File: src/rtl/plist_pkg.sv
// Package for the positional list engine: action, status and operation codes,
// field widths and the default capacity. No dependencies.
package plist_pkg;

    localparam int DefCapacity = 64;
    localparam int PosW        = 7;
    localparam int ValW        = 32;
    localparam int CntOutW     = 7;

    // code 7 is unused and has no member
    typedef enum logic [2:0] {
        ACT_ADD_FRONT = 3'd0,
        ACT_APPEND    = 3'd1,
        ACT_INS_AFTER = 3'd2,
        ACT_DEL_FIRST = 3'd3,
        ACT_DEL_LAST  = 3'd4,
        ACT_DEL_AFTER = 3'd5,
        ACT_READ      = 3'd6
    } t_action;

    typedef enum logic [1:0] {
        ST_OK    = 2'd0,
        ST_EMPTY = 2'd1,
        ST_NOPOS = 2'd2,
        ST_FULL  = 2'd3
    } t_status;

    typedef enum logic [1:0] {
        OP_NONE = 2'd0,
        OP_INS  = 2'd1,
        OP_DEL  = 2'd2,
        OP_READ = 2'd3
    } t_op;

    typedef struct packed {
        t_op     op;
        t_status status;
    } t_ctrl;

endpackage

File: src/rtl/plist_store.sv
// Entry store: a row of entry registers, each of which shifts, keeps or loads
// from an index compare, plus the entry count. Depends on plist_pkg.
module plist_store import plist_pkg::*; #(
    parameter int CAPACITY = DefCapacity,
    localparam int IW = (CAPACITY > 1) ? $clog2(CAPACITY) : 1,
    localparam int CW = $clog2(CAPACITY + 1)
) (
    input  logic            i_clk,
    input  logic            i_rst_n,
    input  logic            i_go,
    input  t_ctrl           i_ctrl,
    input  logic [IW-1:0]   i_idx,
    input  logic [ValW-1:0] i_value,
    output logic [CW-1:0]   o_count,
    output logic [CW-1:0]   o_next_count,
    output logic [ValW-1:0] o_rd_value
);

    logic [ValW-1:0] r_entries [CAPACITY];
    logic [ValW-1:0] n_entries [CAPACITY];
    logic [CW-1:0]   r_count;
    logic [CW-1:0]   n_count;

    assign o_count      = r_count;
    assign o_next_count = n_count;
    assign o_rd_value   = r_entries[i_idx];

    always_comb begin
        n_entries = r_entries;
        n_count   = r_count;
        if (i_go) begin
            case (i_ctrl.op)
                OP_INS: begin
                    for (int k = 1; k < CAPACITY; k++) begin
                        if (IW'(k) > i_idx) begin
                            n_entries[k] = r_entries[k-1];
                        end
                    end
                    for (int k = 0; k < CAPACITY; k++) begin
                        if (IW'(k) == i_idx) begin
                            n_entries[k] = i_value;
                        end
                    end
                    n_count = r_count + CW'(1);
                end
                OP_DEL: begin
                    for (int k = 0; k < CAPACITY - 1; k++) begin
                        if (IW'(k) >= i_idx) begin
                            n_entries[k] = r_entries[k+1];
                        end
                    end
                    n_count = r_count - CW'(1);
                end
                default: begin
                end
            endcase
        end
    end

    always_ff @(posedge i_clk) begin
        r_entries <= n_entries;
    end

    always_ff @(posedge i_clk) begin
        if (!i_rst_n) begin
            r_count <= '0;
        end else begin
            r_count <= n_count;
        end
    end

endmodule
File: config.mk
export PLATFORM = sky130hd
export DESIGN_NAME = plist_store
export DESIGN_NICKNAME = d
export VERILOG_FILES = /design/src/rtl/plist_pkg.sv /design/src/rtl/plist_store.sv
export SDC_FILE = /design/constraint.sdc
export NUM_CORES = 2
export LEC_CHECK = 0
export ABC_CLOCK_PERIOD_IN_PS = 9850
export BUFFER_PORTS_ARGS = -buffer_cell sky130_fd_sc_hd__buf_4
export CORE_MARGIN = 2
export CORE_UTILIZATION = 50
export DETAILED_ROUTE_END_ITERATION = 7
export PLACE_DENSITY_LB_ADDON = 0.12
export SYNTH_ARGS = -nofsm -noshare
export SYNTH_HDL_FRONTEND = slang
export SYNTH_SLANG_ARGS = --single-unit
File: constraint.sdc
create_clock -name i_clk -period 9.85 [get_ports i_clk]
set_input_delay 0.985 -clock i_clk [delete_from_list [all_inputs] [get_ports i_clk]]
set_output_delay 0.985 -clock i_clk [all_outputs]
set_load 0.01 [all_outputs]
### Word-level counts from Yosys, hierarchy flattened

Cells that the tools add are included.

| storage, ports and cells | value |
|---|---|
| bits in registers | 2,055 |
| bits of input ports | 45 |
| output and inout port bits | 46 |

| cells by class | value |
|---|---|
| add/sub/neg operators | 2 |
| $lt $le $gt $ge | 127 |
| equal/unequal tests | 191 |
| mux-type cells | 196 |
| bitwise operators | 1 |
| reduce and logical (&&, ||, !) cells | 67 |

Operator list:

| operator | number |
|---|---|
| 2-to-1 mux 32 bit | 192 |
| case mux 2016 bit (2 select lines) | 1 |
| AND reduction 4 bit | 63 |
| binary-select mux 32 bit (select 6 bit) | 1 |
| equality test 6 bit (first input constant) | 32 |
| greater-than comparator 6 bit (first input constant) | 32 |
| >= comparator 6 bit (first input constant) | 31 |
| inequality test 3 bit (second input constant) | 62 |
| inequality test 2 bit (second input constant) | 64 |
| equality test 5 x 6 -> 1 bit (first input constant) | 16 |
| >= comparator 5 x 6 -> 1 bit (first input constant) | 16 |
| greater-than comparator 5 x 6 -> 1 bit (first input constant) | 16 |
| equality test 4 x 6 -> 1 bit (first input constant) | 8 |
| >= comparator 4 x 6 -> 1 bit (first input constant) | 8 |
| greater-than comparator 4 x 6 -> 1 bit (first input constant) | 8 |
| equality test 3 x 6 -> 1 bit (first input constant) | 4 |
| >= comparator 3 x 6 -> 1 bit (first input constant) | 4 |
| greater-than comparator 3 x 6 -> 1 bit (first input constant) | 4 |
| case mux 7 bit (2 select lines) | 1 |
| equality test 2 x 6 -> 1 bit (first input constant) | 2 |
| >= comparator 1 x 6 -> 1 bit (first input constant) | 2 |
| >= comparator 2 x 6 -> 1 bit (first input constant) | 2 |
| greater-than comparator 2 x 6 -> 1 bit (first input constant) | 2 |
| adder 7 x 1 -> 7 bit (second input constant) | 1 |
| 11 further kinds | 12 |

### Longest topological paths before layout

| depth | value |
|---|---|
| depth in word-level cells | 4 |
| gate-level depth with buffers | 15 |
| gate-level depth less buffers | 10 |

### Worst setup path after synthesis

OpenSTA, ideal clock, no wires.

| timing path | value |
|---|---|
| path kind | input to register |
| start | input i_idx[3] |
| end | register r_entries[1440] (netlist bit), enable pin |
| library setup time | 0.470 ns |
| arrival | 4.712 ns |
| data required time | 9.380 ns |
| slack | 4.669 ns |
| cell stages on the path | 7 |
| path buffers | 4 |
| path through | buf_2 > buf_4 > nor2_1 > buf_2 > buf_1 > nand2_1 > o31ai_1 |

| on the way | value |
|---|---|
| cells in the longest elaborated chain, start to end | 3 |
| elaborated cells on any way between the ends | 6 |
| those cells by class | order compare (2); eq/ne (3); reduce/logical (1) |

Ends and longest elaborated chain:

| element | RTL line | text |
|---|---|---|
| from (decl) | plist_store.sv:12 | `input logic [IW-1:0] i_idx,` |
| greater-than comparator 5 x 6 -> 1 bit (tied with other cells) | plist_store.sv:35 | `if (IW'(k) > i_idx) begin` |
| inequality test 3 bit (no source line) or inequality test 2 bit (tied branches) | n/a |  |
| AND reduction 4 bit (no source line) (*) | n/a |  |
| to (signal assigned) | plist_store.sv:61 | `r_entries <= n_entries;` |
| to (decl) | plist_store.sv:19 | `logic [ValW-1:0] r_entries [CAPACITY];` |

Mark *: on every way between the ends. The rest lies on a longest branch, timed or not.
A chain may end at the register's enable or synchronous reset.

### Worst setup path in the final report

| timing path | value |
|---|---|
| start | input i_idx[0] |
| end | output o_rd_value[24] |

| on the way | value |
|---|---|
| cells in the longest elaborated chain, start to end | 4 |

Ends and longest elaborated chain:

| element | RTL line | text |
|---|---|---|
| NOT 6 -> 7 bit (implied by the code) | plist_store.sv:26 | `assign o_rd_value = r_entries[i_idx];` |
| binary-select mux 32 bit (select 6 bit) | plist_store.sv:26 |  |
| 2-to-1 mux 32 bit (implied by the code) (2 in a row) | plist_store.sv:26 |  |
| to (decl) | plist_store.sv:16 | `output logic [ValW-1:0] o_rd_value` |

Every way passes these cells. The select of a mux whose other input is x is not followed.

==> results.toml <==
[outcome]
outcome = "finished clean"

[power_and_ir_drop]
power_mw = 22.4
p_leak_nw = 48.9
power.density_mw_per_mm2 = 171
ir_worst_vdd_mv = 0.166

[setup_path]
r2r-start = "o_count[1]"
worstPathArrival_ps = 5690
critPathRequiredTime_ps = 8870
worstSetupPathType = "primary input to output pin"
start_kind = "primary input"
crit_start = "i_idx[0]"
end_kind = "output pin"
worst-path-max-fanout = 42

[timing]
fmax_mhz = 150
worst_slew_pin_slew_ps = 1310
rsz0062_at_grt = "no"
period_share_pct = 67.8
clock_skew_ps = 26.4
slew_violations = 0
period_minus_slack_ps = 6670
finalSetupViolations = 0
relSlewSlack_pct = 11.3
hold_viol_final = 0
fin_hold_ws_ps = 365
fin_setup_tns_ps = 0

[clocking]
post_cts_buffers = 0
cts.sinks = 2055
cts_inserted_buffers = 231
clk_pin_slew_ps = 60
root_buffer = "clkbuf_16"
cts_buffer_depth = 3
cts_resized = 0
cts_hold_buffers = 0
tritoncts = "built"
insertion_delay_ps = 920
htreeDepth = 4

[grt]
grt_pass1_wl_mm = 680
grt_max_degree = 262
antenna_found_initial = 32
gr-total-overflow = 0
grt_pass1_vias = 86926
grtUsageTotal_pct = 38.8

[yosys]
synth_top_area_share_pct = 50.7
synth_top_family_by_area = "multiplexers"
synth-simple-area-share_pct = 7.93
synth_most_common_cell = "mux2i_1"
synth_cell_types = 68
synth_compound_area_share_pct = 10.4
synthXorXnorAreaFrac_pct = 0.0577
synth.avg_cell_area_um2 = 11.4
synthArstFlopShare_pct = 0
synthesis.area_mm2 = 0.121
synth_adder_area_share_pct = 0.0412
yosys_warnings = 0
synth_area_leaders = "edfxtp_1, mux2i_1, o21ai_0"
synthFlopType = "edfxtp_1"
synthesis.nets = 10727
ys_seq_area_share_pct = 50.8
yosys-top-cells-count = "mux2i_1, nand2_1, edfxtp_1, o21ai_0, clkbuf_1"
syn_inst = 10678
synth_seq_cells = 2055
yosys.area.top_type = "edfxtp_1"
synthMuxAreaShare_pct = 26.6
synth_edf_count = 2048

[final_layout]
design_area_mm2 = 0.131
drive_above_1_share_pct = 12.4
syn2layout_area_growth_pct = 8.15
nFillCells = 20616
nets = 10202

[floorplan]
core_mm2 = 0.241
start_util_pct = 50.4
design.die.area_mm2 = 0.247
die_w_um = 497
rows = 180
io_pins = 91
fp.dieH_um = 497

[flow_run]
cap_violations = 0

[detailed_routing]
routed_wl_mm = 490
drc = 0
antenna_left = 0
vias = 93851
first_pass_iters = 6
vias_per_cell = 6.93
drt-wirelength-per-cell_um = 36.2
first_iter_violations = 13925

[worst_hold_path]
hold_path.startpoint = "i_rst_n"
hold_path.class = "primary input to flop"

[placed_design]
placed_area_mm2 = 0.124
gp_congestion = 1.03
dp_hpwl_mm = 308
io_buffers = 88
[path summary, 6_finish.rpt]
kind              slack, ps  cells after the start        endpoint
hold / removal          370                      2      o_count[4]
hold reg to reg         570                      2   r_entries[63]
setup / recovery       3180                     10  o_rd_value[24]
setup reg to reg       7580                      8      o_count[6]
[per-stage QoR]
step | worst slack, ps | utilization [%] | instances
5_1_grt | 3270 | 54.5 | 13522
3_3_place_gp | 3490 | 51.5 | 13104
3_5_place_dp | 3490 | 51.5 | 13104
2_1_floorplan | 4670 | - | 10678
6_report | 3180 | 54.5 | 13539
4_1_cts | 3480 | 54.4 | 13519
[placed cells by master (no fill, tap or decap), types with 49 or more instances in the layout]
| cell | synthesis | routed |
|---|---|---|
| mux2i_1 | 2206 | 2205 |
| nand2_1 | 2129 | 2103 |
| edfxtp_1 | 2048 | 2048 |
| o21ai_0 | 1995 | 1988 |
| mux4_2 | 416 | 416 |
| buf_4 | 88 | 306 |
| clkbuf_16 | 0 | 233 |
| a22oi_1 | 103 | 103 |
| mux2_2 | 77 | 77 |
| o22ai_1 | 66 | 66 |
| clkinv_1 | 0 | 62 |
| a21oi_1 | 85 | 59 |
| clkbuf_1 | 636 | 56 |
| nor2_1 | 71 | 49 |
[sequential cells by signal (all words and copies together), names as in the netlist]
signal,flops
r_entries,2048
o_count,7
[where the power goes]
group          switching (mW)  total [mW]  internal [mW]
combinational            2.15        3.12          0.970
clock                    3.79        8.41           4.63
sequential              0.498        10.9           10.4
total                    6.43        22.4           16.0
[per-layer routing]
layer  vias to the layer above  part of all wire (%)  GRT usage, %
met1                     47438                    37          50.2
met4                        18                   8.2          26.3
met5                         -                 0.022             0
met3                      1343                    11          10.4
li1                      38830                     -             -
met2                      6222                    43          57.2
[area by class of cell]
cell class              count  area (µm²)  share of cell area, %
flip-flops and latches   2055       61600                   47.0
multi-input cells        7518       55700                   42.5
clock buffers             289        6040                   4.60
well taps                3185        3990                   3.04
repair buffers            328        2720                   2.07
clock inverters           126        1030                  0.784
inverters                  19        71.3                 0.0543
diodes                     19        47.5                 0.0362
[kinds of logic (layout without fill, tap and decap cells)]
logic type               count (synthesis)  count (layout)
adder cells (fa/ha/maj)                  4               4
AO/OA/AOI/OAI                         2389            2389
buffers and inverters                 1105             762
flip-flops                            2055            2055
XOR/XNOR                                 8               8
multiplexers                          2699            2699
AND/OR/NAND/NOR                       2418            2418
other                                    0              19
[critical path, stage by stage]
cell and delay (ps):
buf_8 420, buf_4 680, buf_4 550, mux4_2 650
a22o_1 280, nor3_1 780, buf_4 250, nand3_1 110
a211o_1 480, buf_4 220
Power figures use the tool's default switching activity.
