**src/rtl/plist_pkg.sv**
```systemverilog
// Package for the positional list engine: action, status and operation codes,
// field widths and the default capacity. No dependencies.
package plist_pkg;

    localparam int DefCapacity = 64;
    localparam int PosW        = 7;
    localparam int ValW        = 32;
    localparam int CntOutW     = 7;

    // code 7 is unused and has no member
    typedef enum logic [2:0] {
        ACT_ADD_FRONT = 3'd0,
        ACT_APPEND    = 3'd1,
        ACT_INS_AFTER = 3'd2,
        ACT_DEL_FIRST = 3'd3,
        ACT_DEL_LAST  = 3'd4,
        ACT_DEL_AFTER = 3'd5,
        ACT_READ      = 3'd6
    } t_action;

    typedef enum logic [1:0] {
        ST_OK    = 2'd0,
        ST_EMPTY = 2'd1,
        ST_NOPOS = 2'd2,
        ST_FULL  = 2'd3
    } t_status;

    typedef enum logic [1:0] {
        OP_NONE = 2'd0,
        OP_INS  = 2'd1,
        OP_DEL  = 2'd2,
        OP_READ = 2'd3
    } t_op;

    typedef struct packed {
        t_op     op;
        t_status status;
    } t_ctrl;

endpackage

```
**src/rtl/plist_decode.sv**
```systemverilog
// Action decoder: checks the request against the current count and yields the
// store operation, the slot index and the status. Depends on plist_pkg.
module plist_decode import plist_pkg::*; #(
    parameter int CAPACITY = DefCapacity,
    localparam int IW = (CAPACITY > 1) ? $clog2(CAPACITY) : 1,
    localparam int CW = $clog2(CAPACITY + 1)
) (
    input  logic [2:0]      i_action,
    input  logic [PosW-1:0] i_position,
    input  logic [CW-1:0]   i_count,
    output t_ctrl           o_ctrl,
    output logic [IW-1:0]   o_idx
);

    localparam int MW = (CW > PosW) ? CW : PosW;

    logic [MW-1:0] w_pos;
    logic [MW-1:0] w_cnt;
    logic [MW-1:0] w_idx;
    logic          w_full;
    logic          w_empty;

    assign w_pos   = MW'(i_position);
    assign w_cnt   = MW'(i_count);
    assign w_full  = (w_cnt == MW'(CAPACITY));
    assign w_empty = (w_cnt == '0);
    assign o_idx   = w_idx[IW-1:0];

    always_comb begin
        o_ctrl.op     = OP_NONE;
        o_ctrl.status = ST_OK;
        w_idx         = '0;
        unique case (t_action'(i_action))
            ACT_ADD_FRONT: begin
                if (w_full) begin
                    o_ctrl.status = ST_FULL;
                end else begin
                    o_ctrl.op = OP_INS;
                end
            end
            ACT_APPEND: begin
                if (w_full) begin
                    o_ctrl.status = ST_FULL;
                end else begin
                    o_ctrl.op = OP_INS;
                    w_idx     = w_cnt;
                end
            end
            ACT_INS_AFTER: begin
                if (w_full) begin
                    o_ctrl.status = ST_FULL;
                end else if (w_pos > w_cnt) begin
                    o_ctrl.status = ST_NOPOS;
                end else begin
                    o_ctrl.op = OP_INS;
                    w_idx     = w_pos;
                end
            end
            ACT_DEL_FIRST: begin
                if (w_empty) begin
                    o_ctrl.status = ST_EMPTY;
                end else begin
                    o_ctrl.op = OP_DEL;
                end
            end
            ACT_DEL_LAST: begin
                if (w_empty) begin
                    o_ctrl.status = ST_EMPTY;
                end else begin
                    o_ctrl.op = OP_DEL;
                    w_idx     = w_cnt - MW'(1);
                end
            end
            ACT_DEL_AFTER: begin
                if (w_empty) begin
                    o_ctrl.status = ST_EMPTY;
                end else if (w_pos < w_cnt) begin
                    o_ctrl.op = OP_DEL;
                    w_idx     = w_pos;
                end else if (w_pos == w_cnt) begin
                    o_ctrl.op = OP_DEL;
                    w_idx     = w_cnt - MW'(1);
                end else begin
                    o_ctrl.status = ST_NOPOS;
                end
            end
            ACT_READ: begin
                if (w_empty) begin
                    o_ctrl.status = ST_EMPTY;
                end else if (w_pos != '0 && w_pos <= w_cnt) begin
                    o_ctrl.op = OP_READ;
                    w_idx     = w_pos - MW'(1);
                end else begin
                    o_ctrl.status = ST_NOPOS;
                end
            end
            default: begin
            end
        endcase
    end

endmodule

```
**config.mk**
```make
export PLATFORM = sky130hd
export DESIGN_NAME = plist_decode
export DESIGN_NICKNAME = d
export VERILOG_FILES = /design/src/rtl/plist_pkg.sv /design/src/rtl/plist_decode.sv
export SDC_FILE = /design/constraint.sdc
export NUM_CORES = 1
export LEC_CHECK = 0
export BUFFER_PORTS_ARGS = -buffer_cell sky130_fd_sc_hd__buf_2
export CORE_AREA = 5 5 51 53
export DETAILED_ROUTE_END_ITERATION = 8
export DIE_AREA = 0 0 56 58
export GPL_TIMING_DRIVEN = 0
export PLACE_DENSITY_LB_ADDON = 0.08
export REMOVE_ABC_BUFFERS = 1
export SETUP_SLACK_MARGIN = 0.15
export SYNTH_ARGS = -nofsm -noshare
export SYNTH_HDL_FRONTEND = slang
export SYNTH_SLANG_ARGS = --single-unit
```
**constraint.sdc**
```tcl
create_clock -name vclk -period 7.4
set_clock_uncertainty 0.2 [all_clocks]
set_input_delay 1.11 -clock vclk [all_inputs]
set_output_delay 1.11 -clock vclk [all_outputs]
set_load 0.05 [all_outputs]
```
Word level (Yosys, flattened, before mapping)
Cells that the tools add are included.

cells by class
  add/subtract/negate cells = 2
  muxes and demuxes = 29
  reductions and logical operators = 6
  magnitude comparators = 3
  equality and inequality tests = 8

operators with widths
  kind                                                                number
  6-bit 2-to-1 mux                                                    9
  2-bit 2-to-1 mux                                                    15
  6-bit case mux with 5 select lines                                  1
  4-bit case mux with 5 select lines                                  1
  6-bit by 1-bit subtractor with 6-bit output, second input constant  2
  3-bit == test, second input constant                                3
  7-bit == test                                                       1
  7-bit == test, second input constant                                1
  7-bit > comparator                                                  1
  7-bit <= comparator                                                 1
  7-bit zero test                                                     1
  7-bit less-than comparator                                          1
  7-bit nonzero test                                                  1
  3-bit by 2-bit == test with 1-bit output, second input constant     2
  2-bit OR reduction                                                  2
  3-bit by 1-bit == test with 1-bit output, second input constant     1
  3-bit zero test                                                     1
  1-bit 2-to-1 mux                                                    3
  1-bit logical AND                                                   1

storage, ports and cells
  word-level logic and storage cells = 48
  flip-flop bits (word level) = 0
  output and inout bits = 10

Logic depth before layout (Yosys ltp)
Gate-level depths: netlist of the first run.

  depth after elaboration = 5
  mapped depth = 8
  mapped depth without buffers = 8

Worst setup path before layout of the first run
OpenSTA, ideal clock, no wires.

  kind = input -> output
  start point = input port i_count[1]
  end point = output port o_ctrl[0] (netlist bit)
  required time = 6.090 ns
  path buffers = 0
  stages on the path = 4
  setup slack = 1.782 ns
  arrival time = 4.308 ns
  cell sequence = inv_1 -> ha_1 -> or4b_4 -> a2111oi_0

RTL lines
  what         line                source
  from (decl)  plist_decode.sv:10  input logic [CW-1:0] i_count,
  to (decl)    plist_decode.sv:11  output t_ctrl o_ctrl,

Worst setup path after layout of the first run
  start point = input port i_count[5]
  end point = output port o_idx[1]

on the way
  word-level cells in the longest chain between the ends = 5
  elaborated cells between the ends (all ways) = 17
  classes of those cells = 3 x order compare; 2 x eq/ne; 10 x mux; 2 x reduce/logical

ends and longest elaborated chain
  what                                                          line                                    source
  7-bit <= comparator / 7-bit == test (equally long branches)   plist_decode.sv:90, plist_decode.sv:80
  1-bit logical AND / 6-bit 2-to-1 mux (equally long branches)  plist_decode.sv:90, plist_decode.sv:80
  6-bit 2-to-1 mux (on tied branches)                           plist_decode.sv:90, plist_decode.sv:77
  6-bit 2-to-1 mux (on tied branches)                           plist_decode.sv:88, plist_decode.sv:75
  6-bit case mux with 5 select lines (*)                        plist_decode.sv:33                      unique case (t_action'(i_action))
  to (decl)                                                     plist_decode.sv:12                      output logic [IW-1:0] o_idx

Mark *: on every way between the ends. The rest lies on a longest branch, timed or not.

==> results.sh, run 1 <==
export IMPL_cap_violations=0
export IMPL_p_sw_w=0.0000473
export IMPL_instances_no_fill=171
export IMPL_finalPower_w=0.0000695
export IMPL_ys_warn_count=0
export IMPL_netlist_instances=117
export IMPL_grt_usage_pct=14.8
export IMPL_comb_power_share_pct=100.0
export IMPL_cp_end_kind="output pin"
export IMPL_coreArea_um2=2110
export IMPL_critPathKind="in2out"
export IMPL_drtPass1Iterations=4
export IMPL_ys_top_cells_by_area="ha_1 16%, a21oi_1 7.1%, nor2_1 6.3%"
export IMPL_fmax_mhz=215
export IMPL_antenna_found_initial=0
export IMPL_dp_hpwl_mm=2.07
export IMPL_crit_chain="buf_2 > inv_1 > ha_1 > nand4_1 > a21o_1 > a22oi_1 > or2_2 > o221ai_1 > a21o_1 > buf_2"
export IMPL_hold_start="i_count[5]"
export IMPL_slew_limit_headroom_pct=55.8
export IMPL_antenna_cells=0
export IMPL_synth_simple_area_share_pct=33.9
export IMPL_row_count=17
export IMPL_netlist_area_um2=776
export IMPL_syn_avg_cell_area_um2=6.63
export IMPL_p_leak_nw=0.443
export IMPL_tns_ns=0
export IMPL_hold_viol=0
export IMPL_hold_class="in2out"
export IMPL_grt_overflow=0
export IMPL_synth_compound_area_share_pct=41.3
export IMPL_synthAdderAreaFrac_pct=16.1
export IMPL_seq_cell_count=0
export IMPL_synth_top_family_by_area="compound AO/OA/AOI/OAI gates"
export IMPL_muxShareOfSynthArea_pct=0
export IMPL_seq_area_um2=0
export IMPL_clockPowerShare_pct=0
export IMPL_io_buffers=27
export IMPL_wl_per_cell_um=14.1
export IMPL_cp_max_fo=6
export IMPL_grt_pass1_wl_mm=4.06
export IMPL_die_x_um=56
export IMPL_start_kind="primary input"
export IMPL_vdd_ir_drop_max_mv=0.0384
export IMPL_p_per_area_nw_per_um2=73.8
export IMPL_netlist_area_leader_share_pct=16.1
export IMPL_grt_pass1_vias=924
export IMPL_place_inst=171
export IMPL_post_cts_setup_buffers=0
export IMPL_num_clock_buffers=0
export IMPL_ant_nets=0
export IMPL_drcViolationCount=0
export IMPL_required_ns=6.09
export IMPL_wirelength_mm=2.42
export IMPL_crit_slowest_cell="a22oi_1"
export IMPL_cts_resized=0
export IMPL_worst_slew_pin_slew_ns=0.663
export IMPL_grt_max_degree=11
export IMPL_p_int_w=0.0000222
export IMPL_num_vias=989
export IMPL_synth_xor_area_share_pct=3.39
export IMPL_die_area_um2=3250
export IMPL_hold_buffers=0
export IMPL_routed_via_density=5.78
export IMPL_crit_arrival_ns=3.34
export IMPL_finalCritPeriodShare_pct=62.8
export IMPL_setup_viol=0
export IMPL_synth_seq_area_share_pct=0
export IMPL_yosys_area_top_type="ha_1"
export IMPL_start_util_pct=36.8
export IMPL_ys_types=38
export IMPL_ios=27
export IMPL_gp_congestion=0.902
export IMPL_drt_iter0_markers=36
export IMPL_rsz0062_at_grt="false"
export IMPL_layout_nets=172
export IMPL_status="completed"
export IMPL_cp_startpoint="i_count[5]"
export IMPL_min_path_cells=3
export IMPL_die_h_um=58
export IMPL_seqPwrFrac_pct=0
export IMPL_min_period_ns=4.65
export IMPL_drive_gt1_share_pct=23.8
export IMPL_area_delta_synth_final_pct=21.5
export IMPL_min_to="o_ctrl[0]"
export IMPL_cp_slowest_stage_delay_ns=0.52
export IMPL_slew_violations=0
export IMPL_switching_share_pct=68.1
stage by stage:
step	worst slack [ns]	hold slack, ns	instance area (um^2)	util [%]
finish	2.75	2.43	942	44.7
global route	2.57	2.47	942	44.7
CTS	2.77	2.44	942	44.7
detailed placement	2.76	2.43	942	44.7
global placement	2.75	2.43	942	44.7
floorplan	1.78	2.30	772	-
power groups by stage:
stage	logic, W	clock network, W	registers [W]
finish	0.0000695	0	0
global route	0.0000762	0	0
CTS	0.0000695	0	0
detailed placement	0.0000692	0	0
global placement	0.0000689	0	0
floorplan	0.0000475	0	0
cells in the mapped netlist, types with 2 or more instances:
master / number
nor3_1: 6
a221oi_1: 2
xnor2_1: 2
nor2_1: 13
a21oi_1: 11
a21o_1: 4
nor2b_1: 2
inv_1: 10
ha_1: 10
o21ai_0: 8
nand2b_1: 2
nand2_1: 10
o211ai_1: 2
nand3_1: 8
o22ai_1: 2
o221ai_1: 2
a31oi_1: 2
cell families after synthesis:
group,after synthesis
AO/OA/AOI/OAI,44
adder cells (fa/ha/maj),10
XOR/XNOR,3
AND/OR/NAND/NOR,49
buffers and inverters,11
cells in the final DEF, fill, tap and decap left out, drive strengths merged, types with 4 or more instances in the layout:
| cell | netlist | layout |
|---|---|---|
| buf | 0 | 27 |
| nor2 | 13 | 13 |
| a21oi | 11 | 11 |
| inv | 10 | 10 |
| nand2 | 10 | 10 |
| ha | 10 | 10 |
| o21ai | 9 | 9 |
| nand3 | 8 | 8 |
| nor3 | 6 | 6 |
| a21o | 4 | 4 |
worst max path at each step:
| stage | end | slack (ns) | depth (start not counted) |
|---|---|---|---|
| after floorplan | o_ctrl[0] | 1.78 | 4 |
| after global placement | o_idx[1] | 2.75 | 10 |
| after detailed placement | o_idx[1] | 2.76 | 10 |
| after CTS | o_idx[1] | 2.77 | 10 |
| after global routing | o_idx[0] | 2.57 | 10 |
| final | o_idx[1] | 2.75 | 10 |
critical path: cells and delay by family:
kind,cells,cell delay [ns]
buffers and inverters,3,0.46
and+or+nand+nor,2,0.42
adders and majority gates,1,0.31
AOI/OAI and AO/OA,4,1.02
layout make-up:
type                       count  area [um^2]
timing repair buffer          27          135
tap                           28         35.0
multi-input combinational    106          734
fill                         240         1160
inverter                      10         37.5
layer usage:
metal / up-vias / share of wire, % / GRT usage (%) / wire length, um
met5: - / 0 / 0 / 0
met4: 0 / 0 / 2.37 / 0
met3: 0 / 4.6 / 1.34 / 111
met2: 23 / 49 / 25.7 / 1190
met1: 460 / 46 / 20.3 / 1120
li1: 506 / - / - / -
(Power assumes the default switching activity.)
==> run 2, diff against run 1 <==
Settings changed: ABC_AREA from default to 1, CORE_AREA 5 5 51 53 to 5 5 54 56, DIE_AREA 0 0 56 58 to 0 0 59 61.
Clock period 7.4 ns to 4.45 ns, I/O delays scaled along.
==> run 2 against run 1 <==
Against the previous run: sequential share of layout area unchanged; first-iteration DRC count decreased by 14%; non-clock buffer count unchanged; largest cell class unchanged; clock-buffer cell count unchanged; total power increased by 78%; critical path type unchanged; synthesized area increased by 16%.
==> results.sh, run 2 <==
export IMPL_grt_overflow=0
export IMPL_start_kind="primary input"
export IMPL_grt_max_degree=11
export IMPL_area_delta_synth_final_pct=17.1
export IMPL_wl_per_cell_um=11.9
export IMPL_synth_common_cells="41 x nand2_1, 17 x inv_1, 14 x nand3_1"
export IMPL_die_area_um2=3600
export IMPL_netlist_area_leader_share_pct=17.1
export IMPL_p_leak_nw=0.586
export IMPL_vdd_ir_drop_max_mv=0.0521
export IMPL_synthAdderAreaFrac_pct=13.9
export IMPL_synth_xor_area_share_pct=5.83
export IMPL_io_buffers=27
export IMPL_ant_nets=0
export IMPL_dp_hpwl_mm=2.18
export IMPL_drive_gt1_share_pct=32.4
export IMPL_comb_power_share_pct=100.0
export IMPL_cts_resized=0
export IMPL_seq_cell_count=0
export IMPL_start_util_pct=37.7
export IMPL_crit_arrival_ns=2.34
export IMPL_layout_common_cells="41 x nand2_1, 27 x buf_2, 17 x inv_1, 14 x nand3_1, 13 x nor2_1"
export IMPL_slew_violations=0
export IMPL_ys_types=28
export IMPL_antenna_found_initial=0
export IMPL_gp_congestion=0.805
export IMPL_slew_limit_headroom_pct=70.4
export IMPL_grt_pass1_wl_mm=4.30
export IMPL_grt_pass1_vias=995
export IMPL_final_common_cell="nand2_1"
export IMPL_switching_share_pct=71.2
export IMPL_fmax_mhz=312
export IMPL_drcViolationCount=0
export IMPL_crit_chain="buf_2 > inv_1 > ha_1 > nand2_1 > nand2_1 > a21oi_2 > nand2_2 > nand2_4 > nand3_2 > nor2_1 > nor2_1 > nand2_1 > buf_2"
export IMPL_min_period_ns=3.21
export IMPL_muxShareOfSynthArea_pct=0
export IMPL_cp_max_fo=9
export IMPL_p_per_area_nw_per_um2=117
export IMPL_ys_top_cells_by_area="nand2_1 17%, ha_1 14%, nand3_1 7.8%"
export IMPL_coreArea_um2=2390
export IMPL_antenna_cells=0
export IMPL_crit_slowest_cell="ha_1"
export IMPL_hold_buffers=0
export IMPL_drtPass1Iterations=4
export IMPL_cap_violations=0
export IMPL_synth_seq_area_share_pct=0
export IMPL_num_clock_buffers=0
export IMPL_finalCritPeriodShare_pct=72.1
export IMPL_clockPowerShare_pct=0
export IMPL_cpMostUsedCell="nand2_1"
export IMPL_cp_end_kind="output pin"
export IMPL_crit_family="simple AND/OR/NAND/NOR gates"
export IMPL_yosys_area_top_type="nand2_1"
export IMPL_status="completed"
export IMPL_hold_class="in2out"
export IMPL_hold_viol=0
export IMPL_required_ns=3.58
export IMPL_synth_compound_area_share_pct=6.11
export IMPL_syn_avg_cell_area_um2=5.85
export IMPL_ios=27
export IMPL_die_x_um=59
export IMPL_seqPwrFrac_pct=0
export IMPL_tns_ns=0
export IMPL_routed_via_density=4.94
export IMPL_grt_usage_pct=15.0
export IMPL_synth_top_family_by_area="simple AND/OR/NAND/NOR gates"
export IMPL_netlist_area_um2=901
export IMPL_layout_nets=208
export IMPL_ys_warn_count=0
export IMPL_drt_iter0_markers=31
export IMPL_num_vias=1032
export IMPL_synth_simple_area_share_pct=62.1
export IMPL_cp_slowest_stage_delay_ns=0.27
export IMPL_critPathKind="in2out"
export IMPL_path_buf_inv=3
export IMPL_whs_ns=1.56
export IMPL_post_cts_setup_buffers=0
export IMPL_worst_slew_pin_slew_ns=0.440
export IMPL_row_count=18
export IMPL_p_sw_w=0.0000881
export IMPL_die_h_um=61
export IMPL_n_fill_cell=286
export IMPL_wirelength_mm=2.48
export IMPL_seq_area_um2=0
export IMPL_netlist_instances=154
export IMPL_setup_viol=0
export IMPL_synth_most_common_cell="nand2_1"
export IMPL_multiInputGateArea_um2=792
export IMPL_rsz0062_at_grt="false"
export IMPL_p_int_w=0.0000357
run 2: cell types whose count changed after synthesis, moves of 6 or more:
cell / delta
inv_1: +7
nand3_1: +6
inv_2: +7
nand2_1: +31
a21oi_1: -9
nand2_2: +6
run 2: per-stage QoR:
step           utilization (%)  power (W)  cells  setup WS, ns  cell area, um^2
2_1_floorplan                -  0.0000890    152          1.53              882
6_report                  44.2   0.000124    209          1.24             1050
4_1_cts                   44.2   0.000125    209          1.21             1050
3_3_place_gp              44.2   0.000123    209          1.23             1050
5_1_grt                   44.2   0.000137    209          1.06             1050
3_5_place_dp              44.2   0.000125    209          1.21             1050
run 2: worst paths after layout:
check | cells past startpoint | endpoint | slack [ns] | from
worst max-delay path | 13 | o_idx[4] | 1.24 | i_count[4]
worst min-delay path | 4 | o_idx[1] | 1.56 | i_position[1]
run 2: power groups by stage:
stage                     Combinational (W)  Clock, W  Sequential [W]
after detailed placement           0.000125         0               0
after global routing               0.000137         0               0
after floorplan                   0.0000890         0               0
final                              0.000124         0               0
after CTS                          0.000125         0               0
after global placement             0.000123         0               0
run 2: final cells by class:
class | instances | area share, %
Tap cell | 30 | 3.56
Inverter | 24 | 8.54
Multi-Input combinational cell | 128 | 75.1
Timing Repair Buffer | 27 | 12.8
run 2: cells by family (layout without fill, tap and decap cells):
kind of cell / Yosys count / in the layout
fa+ha+maj: 10 / 10
xor+xnor: 6 / 6
simple gates: 103 / 103
compound gates: 9 / 9
buf+inv: 26 / 51
run 2: layer usage:
metal	track usage, %	up-vias	share of wire (%)
met5	0	-	0
met4	0.324	0	0
met3	0.426	0	5.0
met2	27.6	17	49
met1	20.6	463	46
li1	-	552	-
